**config.mk**
```make
export PLATFORM = sky130hd
export DESIGN_NAME = periodic_tick_task_table
export DESIGN_NICKNAME = d
export VERILOG_FILES = /design/src/rtl/ptt_pkg.sv /design/src/rtl/ptt_cell.sv /design/src/rtl/periodic_tick_task_table.sv
export SDC_FILE = /design/constraint.sdc
export NUM_CORES = 2
export LEC_CHECK = 0
export ABC_AREA = 1
export BUFFER_PORTS_ARGS = -buffer_cell sky130_fd_sc_hd__buf_2
export CAP_MARGIN = 20
export CORE_UTILIZATION = 25
export DETAILED_ROUTE_END_ITERATION = 6
export SLEW_MARGIN = 20
export SYNTH_ARGS = -nofsm -noshare
export SYNTH_HDL_FRONTEND = slang
export SYNTH_SLANG_ARGS = --single-unit
export TNS_END_PERCENT = 100
```
**constraint.sdc**
```tcl
create_clock -name i_clk -period 4.02 [get_ports i_clk]
set_input_delay 1.005 -clock i_clk [delete_from_list [all_inputs] [get_ports i_clk]]
set_output_delay 1.005 -clock i_clk [all_outputs]
set_load 0.01 [all_outputs]
```
**src/rtl/ptt_pkg.sv**
```systemverilog
// ----------------------------------------------------------------------------
// ptt_pkg
// Shared types and codes for the periodic tick task table.
// ----------------------------------------------------------------------------
package ptt_pkg;

    // request codes
    localparam logic [2:0] FN_TICK   = 3'd0;
    localparam logic [2:0] FN_INSERT = 3'd1;
    localparam logic [2:0] FN_REMOVE = 3'd2;
    localparam logic [2:0] FN_RECONF = 3'd3;
    localparam logic [2:0] FN_CLEAR  = 3'd4;

    // result kinds
    localparam logic [2:0] KD_FIRE   = 3'd0;
    localparam logic [2:0] KD_INSERT = 3'd1;
    localparam logic [2:0] KD_REMOVE = 3'd2;
    localparam logic [2:0] KD_RECONF = 3'd3;
    localparam logic [2:0] KD_CLEAR  = 3'd4;

    localparam logic ST_OK   = 1'b0;
    localparam logic ST_FAIL = 1'b1;

    // fire results reported per tick
    localparam int MAX_RES = 16;

    // control broadcast from the sequencer to every slot cell
    typedef struct packed {
        logic        clear;
        logic        rm;
        logic        wr;
        logic        mod_init;
        logic        mod_step;
        logic        tbit;
        logic        eval;
        logic        load_free;
        logic        shift;
        logic [15:0] period;
        logic [15:0] offset;
        logic        enable;
        logic        run_once;
    } t_cell_ctl;

endpackage

```
**src/rtl/ptt_cell.sv**
```systemverilog
// ----------------------------------------------------------------------------
// ptt_cell
// One task slot: slot state, a bit-serial remainder unit and one stage of the
// flag shift chain.
// ----------------------------------------------------------------------------
module ptt_cell (
    input  logic              i_clk,
    input  logic              i_rst_n,
    input  ptt_pkg::t_cell_ctl i_ctl,
    input  logic              i_sel,
    input  logic              i_flag_next,
    output logic              o_flag,
    output logic              o_valid
);
    import ptt_pkg::*;

    logic        r_valid;
    logic        r_enable;
    logic        r_run_once;
    logic        r_flag;
    logic [15:0] r_period;
    logic [15:0] r_offset;
    logic [15:0] r_rem;

    logic [16:0] w_trial;
    logic        w_ge;
    logic [15:0] n_rem;
    logic        w_fire;

    // one restoring step of tick_count mod period, MSB first
    assign w_trial = {r_rem, i_ctl.tbit};
    assign w_ge    = w_trial >= {1'b0, r_period};
    assign n_rem   = w_ge ? 16'(w_trial - {1'b0, r_period}) : w_trial[15:0];

    assign w_fire = r_valid && r_enable && (r_period != 16'd0) && (r_rem == r_offset);

    always_ff @(posedge i_clk) begin
        if (!i_rst_n) begin
            r_valid    <= 1'b0;
            r_enable   <= 1'b0;
            r_run_once <= 1'b0;
            r_flag     <= 1'b0;
        end else begin
            if (i_ctl.clear) begin
                r_valid    <= 1'b0;
                r_enable   <= 1'b0;
                r_run_once <= 1'b0;
            end else if (i_ctl.rm && i_sel) begin
                r_valid    <= 1'b0;
                r_enable   <= 1'b0;
                r_run_once <= 1'b0;
            end else if (i_ctl.wr && i_sel) begin
                r_valid    <= 1'b1;
                r_enable   <= i_ctl.enable;
                r_run_once <= i_ctl.run_once;
            end else if (i_ctl.eval && w_fire && r_run_once) begin
                r_enable   <= 1'b0;
            end

            if (i_ctl.eval) begin
                r_flag <= w_fire;
            end else if (i_ctl.load_free) begin
                r_flag <= !r_valid;
            end else if (i_ctl.shift) begin
                r_flag <= i_flag_next;
            end
        end
    end

    always_ff @(posedge i_clk) begin
        if (i_ctl.wr && i_sel) begin
            r_period <= i_ctl.period;
            r_offset <= i_ctl.offset;
        end
        if (i_ctl.mod_init) begin
            r_rem <= 16'd0;
        end else if (i_ctl.mod_step) begin
            r_rem <= n_rem;
        end
    end

    assign o_flag  = r_flag;
    assign o_valid = r_valid;

endmodule

```
**src/rtl/periodic_tick_task_table.sv**
```systemverilog
// Tick: accept, then remainder steps (one per tick-count bit, MSB first), an
//   evaluate state, then a scan of up to SLOTS slots, one per cycle unless output stalls.
// Insert: accept, then walk the free-slot chain, one slot per cycle unless output stalls.
// Remove, reconfigure, clear: the acknowledge is registered in the accept cycle.
// One item in flight at a time. Reset empties the table and zeroes the tick
//   count at once; period and offset stores need no clearing pass.
// ----------------------------------------------------------------------------
// periodic_tick_task_table
// Table of periodic tasks driven by a tick, built as a chain of slot cells.
// ----------------------------------------------------------------------------
module periodic_tick_task_table #(
    parameter int SLOTS = 16
) (
    input  logic        i_clk,
    input  logic        i_rst_n,
    // request channel
    input  logic        i_valid,
    output logic        o_ready,
    input  logic [2:0]  i_func,
    input  logic [3:0]  i_slot,
    input  logic [15:0] i_period,
    input  logic [15:0] i_offset,
    input  logic        i_enable,
    input  logic        i_run_once,
    // result channel
    output logic        o_valid,
    input  logic        i_ready,
    output logic [2:0]  o_kind,
    output logic [3:0]  o_slot_res,
    output logic        o_status,
    output logic        o_last
);
    import ptt_pkg::*;

    localparam int PW = (SLOTS > 1) ? $clog2(SLOTS) : 1;

    localparam logic [1:0] S_IDLE = 2'd0;
    localparam logic [1:0] S_MOD  = 2'd1;
    localparam logic [1:0] S_EVAL = 2'd2;
    localparam logic [1:0] S_SCAN = 2'd3;

    logic [1:0]    r_state, n_state;
    logic [31:0]   r_tick;
    logic [4:0]    r_bit;
    logic [PW-1:0] r_pos;
    logic [3:0]    r_cnt;
    logic          r_ins;
    logic [15:0]   r_req_period;
    logic [15:0]   r_req_offset;
    logic          r_req_enable;
    logic          r_req_run_once;

    logic          r_ovalid;
    logic [2:0]    r_kind;
    logic [3:0]    r_slot;
    logic          r_status;
    logic          r_last;

    t_cell_ctl     w_ctl;
    logic [SLOTS-1:0] w_flag;
    logic [SLOTS-1:0] w_valid;
    logic [SLOTS-1:0] w_dec;
    logic [SLOTS-1:0] w_sel;
    logic [SLOTS-1:0] w_next;

    logic       w_out_free;
    logic       w_acc;
    logic       w_hit;
    logic       w_rest;
    logic       w_emit;
    logic [2:0] w_kind;
    logic [3:0] w_slot;
    logic       w_status;
    logic       w_last;
    logic       w_done;

    // ------------------------------------------------------------------
    // Slot cells: the flag of each cell shifts down towards cell 0, so the
    // sequencer takes each result from the head of the chain.
    // ------------------------------------------------------------------
    for (genvar g = 0; g < SLOTS; g++) begin : g_cell
        assign w_dec[g]  = (32'(i_slot) == g);
        assign w_sel[g]  = (r_state == S_IDLE) ? w_dec[g] : (r_pos == PW'(g));
        assign w_next[g] = (g == SLOTS - 1) ? 1'b0 : w_flag[(g + 1) % SLOTS];

        ptt_cell u_cell (
            .i_clk       (i_clk),
            .i_rst_n     (i_rst_n),
            .i_ctl       (w_ctl),
            .i_sel       (w_sel[g]),
            .i_flag_next (w_next[g]),
            .o_flag      (w_flag[g]),
            .o_valid     (w_valid[g])
        );
    end

    assign w_out_free = !r_ovalid || i_ready;
    assign o_ready    = (r_state == S_IDLE) && w_out_free;
    assign w_acc      = i_valid && o_ready;

    // addressed slot exists and is valid (slots past SLOTS never decode)
    assign w_hit  = |(w_valid & w_dec);
    // any flag still pending behind the head of the chain
    assign w_rest = |(w_flag >> 1);

    // ------------------------------------------------------------------
    // Sequencer: drive the cell controls and pick the next result beat.
    // ------------------------------------------------------------------
    always_comb begin
        w_ctl          = '0;
        w_ctl.period   = (r_state == S_IDLE) ? i_period   : r_req_period;
        w_ctl.offset   = (r_state == S_IDLE) ? i_offset   : r_req_offset;
        w_ctl.enable   = (r_state == S_IDLE) ? i_enable   : r_req_enable;
        w_ctl.run_once = (r_state == S_IDLE) ? i_run_once : r_req_run_once;
        w_ctl.tbit     = r_tick[r_bit];

        w_emit   = 1'b0;
        w_kind   = KD_FIRE;
        w_slot   = 4'd0;
        w_status = ST_OK;
        w_last   = 1'b1;
        w_done   = 1'b0;
        n_state  = r_state;

        unique case (r_state)
            S_IDLE: begin
                if (w_acc) begin
                    case (i_func)
                        FN_TICK: begin
                            w_ctl.mod_init = 1'b1;
                            n_state        = S_MOD;
                        end
                        FN_INSERT: begin
                            w_ctl.load_free = 1'b1;
                            n_state         = S_SCAN;
                        end
                        FN_REMOVE: begin
                            w_ctl.rm = w_hit;
                            w_emit   = 1'b1;
                            w_kind   = KD_REMOVE;
                            w_slot   = i_slot;
                            w_status = w_hit ? ST_OK : ST_FAIL;
                        end
                        FN_RECONF: begin
                            w_ctl.wr = w_hit;
                            w_emit   = 1'b1;
                            w_kind   = KD_RECONF;
                            w_slot   = i_slot;
                            w_status = w_hit ? ST_OK : ST_FAIL;
                        end
                        FN_CLEAR: begin
                            w_ctl.clear = 1'b1;
                            w_emit      = 1'b1;
                            w_kind      = KD_CLEAR;
                        end
                        default: begin
                        end
                    endcase
                end
            end
            S_MOD: begin
                w_ctl.mod_step = 1'b1;
                if (r_bit == 5'd0) begin
                    n_state = S_EVAL;
                end
            end
            S_EVAL: begin
                w_ctl.eval = 1'b1;
                n_state    = S_SCAN;
            end
            S_SCAN: begin
                if (w_out_free) begin
                    if (r_ins) begin
                        // head flag marks a free slot
                        if (w_flag[0]) begin
                            w_ctl.wr = 1'b1;
                            w_emit   = 1'b1;
                            w_kind   = KD_INSERT;
                            w_slot   = 4'(r_pos);
                            w_done   = 1'b1;
                        end else if (!w_rest) begin
                            w_emit   = 1'b1;
                            w_kind   = KD_INSERT;
                            w_status = ST_FAIL;
                            w_done   = 1'b1;
                        end
                    end else begin
                        // head flag marks a firing slot
                        if (w_flag[0]) begin
                            w_emit = 1'b1;
                            w_kind = KD_FIRE;
                            w_slot = 4'(r_pos);
                            w_last = !w_rest || (r_cnt == 4'(MAX_RES - 1));
                        end
                        w_done = !w_rest || (w_flag[0] && (r_cnt == 4'(MAX_RES - 1)));
                    end
                    w_ctl.shift = !w_done;
                    if (w_done) begin
                        n_state = S_IDLE;
                    end
                end
            end
            default: begin
                n_state = S_IDLE;
            end
        endcase
    end

    // control registers
    always_ff @(posedge i_clk) begin
        if (!i_rst_n) begin
            r_state  <= S_IDLE;
            r_ovalid <= 1'b0;
            r_tick   <= 32'd0;
        end else begin
            r_state <= n_state;
            if (w_emit) begin
                r_ovalid <= 1'b1;
            end else if (i_ready) begin
                r_ovalid <= 1'b0;
            end
            // clear restarts the count; each evaluated tick advances it
            if (w_ctl.clear) begin
                r_tick <= 32'd0;
            end else if (w_ctl.eval) begin
                r_tick <= r_tick + 32'd1;
            end
        end
    end

    // sequencing counters and held request fields
    always_ff @(posedge i_clk) begin
        if (w_acc) begin
            r_bit          <= 5'd31;
            r_pos          <= '0;
            r_ins          <= (i_func == FN_INSERT);
            r_req_period   <= i_period;
            r_req_offset   <= i_offset;
            r_req_enable   <= i_enable;
            r_req_run_once <= i_run_once;
        end else if (r_state == S_MOD) begin
            r_bit <= r_bit - 5'd1;
        end
        if (w_ctl.eval) begin
            r_pos <= '0;
            r_cnt <= 4'd0;
        end else if (w_ctl.shift) begin
            r_pos <= r_pos + PW'(1);
        end
        if (w_emit && (r_state == S_SCAN) && !r_ins) begin
            r_cnt <= r_cnt + 4'd1;
        end
        // hold the result beat until it is taken
        if (w_emit) begin
            r_kind   <= w_kind;
            r_slot   <= w_slot;
            r_status <= w_status;
            r_last   <= w_last;
        end
    end

    assign o_valid    = r_ovalid;
    assign o_kind     = r_kind;
    assign o_slot_res = r_slot;
    assign o_status   = r_status;
    assign o_last     = r_last;

endmodule

```
==> metrics.log <==
[metrics] status: complete, no violations
[metrics] post-synthesis register bit count: between 900 and 1k
[metrics] clock group share of total power: approximately a fifth
[metrics] Worst setup startpoint: r_state[0]
[metrics] number of pins exceeding their max-slew limit in the final report: 0
[metrics] Hold Violations, Final: 0
[metrics] r2r startpoint: r_bit[1]
[metrics] all-layer global routing usage: 15.08%
[metrics] Maximum Capacitance Violations: 0
[metrics] # Post-CTS Setup Buffers: 0
[metrics] clock tree from TritonCTS: done
[metrics] floorplan core area: 0.2230 mm^2
[metrics] Routability Congestion: between 0.9 and 1
[metrics] area share of the largest cell type after synthesis: 29.87%
[metrics] clock-pin slew on the worst setup and hold paths: ~60 ps
[metrics] Worst Hold Launch: g_cell[11].u_cell.r_run_once
[metrics] most instantiated cells after synthesis: nand2_1, inv_1, nand3_1
[metrics] Filler Cell Count: 24.02k
[metrics] Gate power share: between 40% and 50%
[metrics] Crit path largest cell delay: roughly 460 ps
[metrics] count of hold-fix buffers inserted at cts: 0
[metrics] htree depth: 3
[metrics] width of the die: 476.5 um
[metrics] type of origin of the critical path: register
[metrics] proportion of layout cells with a drive suffix above 1: under 10%
[metrics] die area: 0.2271 mm^2
[metrics] yosys warns: 0
[metrics] Post-Syn Nets: 7879
[metrics] busiest grt layer: met2
[metrics] maximum clock frequency: 0.2822 GHz
[metrics] combined area of the multi-input logic cells: roughly 0.027 mm^2
[metrics] biggest fanout along the worst timing path: 35
[metrics] worst min-delay path category: reg2reg
[metrics] antenna violations before repair: 20
[metrics] Post-DP HPWL: 120800 um
[metrics] largest area contributor in the synthesized netlist: edfxtp_1
[metrics] Flop pwr share: 30.0%
[metrics] final antenna-violating net count: 0
[metrics] Total Routed Length: 176700 um
[metrics] worst-case reg-to-reg path depth: 18
[metrics] pin count of the biggest net entering global routing: 143
[metrics] cell with the most instances after synthesis: nand2_1
[metrics] library cell contributing the largest single delay on the critical path: buf_4
[metrics] Arr. time, crit path: 2540 ps
[metrics] hold worst-path end: g_cell[11].u_cell.r_run_once
[metrics] endpoint required time on the critical path: 3010 ps
[metrics] vias in the first global route: around 47k
[metrics] worst setup path category: reg2out
[metrics] DR pass1 iterations: 6
[metrics] number of I/O pins: 56
[metrics] Area contributors post-synth: edfxtp_1, nand2_1, dfxtp_1
[metrics] Worst Tran Pin Value: 1021 ps
[metrics] Gate Count Post-Synth: 7550
[metrics] chain of cells forming the critical path: inv_1, ha_2, inv_1, buf_4, nor2_1, buf_2
[metrics] met1 demand-to-capacity share in global routing: about a fifth
[metrics] worst voltage drop across the vdd grid: about 0.77 mV
[metrics] Vias per Instance: 4.649
[metrics] Tmin final: 3544 ps
[metrics] Clock Tree Root: clkbuf_16
[metrics] syn_area_per_cell: 7.456 um^2
[metrics] Critical Path End Type: output pin
[metrics] post-DR wirelength/cell: 16.52 um
[metrics] count of buffers inserted at the top-level ports: 55
[metrics] number of distinct standard cells referenced by the synthesized netlist: 47
[metrics] Clk Latency, worst-skew pair: about 700 ps
[metrics] clock sink count: 924
[metrics] net count reported at finish: 7950
[metrics] met2 capacity usage during global routing: 24.87%
[metrics] first-pass GRT wire length: about 270000 um
[metrics] count of flip-flops with a built-in enable after synthesis: 560
[metrics] TritonCTS buffer count: 99
[metrics] Post-Syn Area: about 0.056 mm^2
[metrics] R2R Path End: g_cell[13].u_cell.r_rem[12]
[metrics] area of all sequential standard cells: 0.02410 mm^2
[metrics] static power due to leakage: between 20 and 30 nW
[metrics] Layout area overhead: 13.31%
[metrics] met3 demand-to-capacity share in global routing: 1.935%
[metrics] overall overflow remaining after global route: 0
[metrics] leading register cell type out of synthesis: edfxtp_1
[metrics] register-to-register setup slack: 490 ps
[metrics] setup TNS after final layout: 0 ps
[metrics] pwr/cell area: 746.4 mW/mm^2
[metrics] Cell Rows: 173
[metrics] overall power consumption: between 40 and 50 mW
[metrics] DRC marker count from the first detailed-route iteration: 4651
[metrics] number of cells on the worst hold path: 2
[metrics] die height: 476.5 um
[metrics] CP most frequent cell: inv_1
[metrics] Tcrit/Tclk final: 88.16%
[metrics] initial cell density of the core: 25.25%
[metrics] Psw: 21.82 mW
[metrics] via count: about 50k
[metrics] Max-slew headroom: 31.94%
[metrics] buffer depth of the longest clock path: 3
[metrics] Seq/Total Area, Yosys: 42.82%
[metrics] Finish-stage setup viols: 0
[metrics] number of gates resized after cts: 0
[metrics] post-detailed-route DRC marker count: 0
[metrics] post-layout utilization of the core: around 29%
[metrics] cell-internal power: 25.79 mW
[metrics] Async S/R FF share, synth: 0%
[metrics] Sw Ratio: 45.83%
[metrics] RSZ-0062 raised after global routing: false
[metrics] worst clock skew on the final layout: between 20 and 30 ps
power groups by stage:
stage / clock [mW] / sequential (mW) / combinational (mW)
after global routing: 10.2 / 14.4 / 26.3
after floorplan: 0 / 13.7 / 16.2
final: 9.67 / 14.3 / 23.6
after global placement: 0 / 14.4 / 23.1
after CTS: 9.80 / 14.3 / 23.4
after detailed placement: 0 / 14.5 / 23.3
worst max path at each step:
stage,to,depth (start not counted)
2_1_floorplan,g_cell[9].u_cell.r_offset[0],12
3_3_place_gp,g_cell[9].u_cell.r_rem[5],16
3_5_place_dp,g_cell[14].u_cell.r_period[14],10
4_1_cts,o_ready,6
5_1_grt,g_cell[13].u_cell.r_rem[11],18
6_report,o_ready,6
critical path: cells and delay by family (launching register included):
kind                     cells  cell delay [ps]
flip-flops                   1              440
buffers and inverters        4              980
adder cells (fa/ha/maj)      1              240
AND/OR/NAND/NOR              1              170
per-layer routing:
metal / part of all wire, % / wire length, um
met1: 45 / 78660
met2: 46 / 81020
met3: 7.0 / 12310
met4: 2.7 / 4730
met5: 0 / 0
stage by stage:
| step | cell area [um^2] | hold WS (ps) | std cells | worst slack [ps] |
|---|---|---|---|---|
| after floorplan | 56290 | 440.3 | 7550 | 594.0 |
| after global placement | 60350 | 449.0 | 10500 | 496.2 |
| after detailed placement | 60350 | 459.2 | 10500 | 491.4 |
| after CTS | 63760 | 434.2 | 10680 | 388.1 |
| after global routing | 63760 | 439.6 | 10680 | 139.6 |
| final | 63780 | 468.9 | 10690 | 476.2 |
cell families after synthesis:
| logic type | after synthesis | share of synthesized area [%] |
|---|---|---|
| adders and majority gates | 284 | 6.526 |
| muxes | 1 | 0.01778 |
| and+or+nand+nor | 4044 | 30.81 |
| buffers and inverters | 1320 | 9.015 |
| xor gates and xnor gates | 285 | 4.434 |
| AOI/OAI and AO/OA | 692 | 6.375 |
| DFF | 924 | 42.82 |
sequential cells by signal, indices dropped and copies added (netlist names), 2 cells and up:
register	count
r_tick	32
r_cnt	4
r_state	2
g_cell.u_cell.r_run_once	16
r_pos	4
g_cell.u_cell.o_valid	16
r_req_period	16
r_req_offset	16
g_cell.u_cell.r_rem	256
g_cell.u_cell.r_offset	256
g_cell.u_cell.r_enable	16
g_cell.u_cell.r_period	256
g_cell.u_cell.o_flag	16
o_slot_res	4
r_bit	5
o_kind	3
final cells by class:
class,count,share of cell area (%)
timing repair buffer,150,1.707
clock buffer,135,4.353
inverter,1140,6.720
clock inverter,53,0.9926
antenna,11,0.04316
tap,2975,5.836
sequential,924,37.79
multi-input combinational,5306,42.56
cell usage in the layout (no fill, tap or decap), types with 5 or more instances in the layout:
cell type	synthesis	routed
clkinv_1	3	11
and2_1	8	8
clkbuf_16	0	102
nand2_2	29	30
clkbuf_1	95	23
bufinv_16	0	12
inv_2	15	14
or2_2	7	7
nand4_1	92	92
a21oi_1	490	490
clkinv_2	0	15
o32ai_1	6	6
o21ai_0	148	148
nor2_2	5	6
buf_4	5	87
dfxtp_1	364	364
nor3_1	101	101
edfxtp_1	560	560
buf_12	0	8
nand3b_1	200	200
inv_1	1122	1122
o21a_1	15	15
diode_2	0	11
clkinvlp_4	0	10
o21bai_1	5	5
xnor2_1	205	205
nand3_1	710	710
o21ai_1	8	8
nor2_1	511	509
fa_1	16	16
xor2_1	80	80
nand2_1	2371	2370
buf_2	54	55
clkbuf_8	0	10
ha_1	268	265
o211ai_1	12	12
Power figures use the tool's default switching activity.
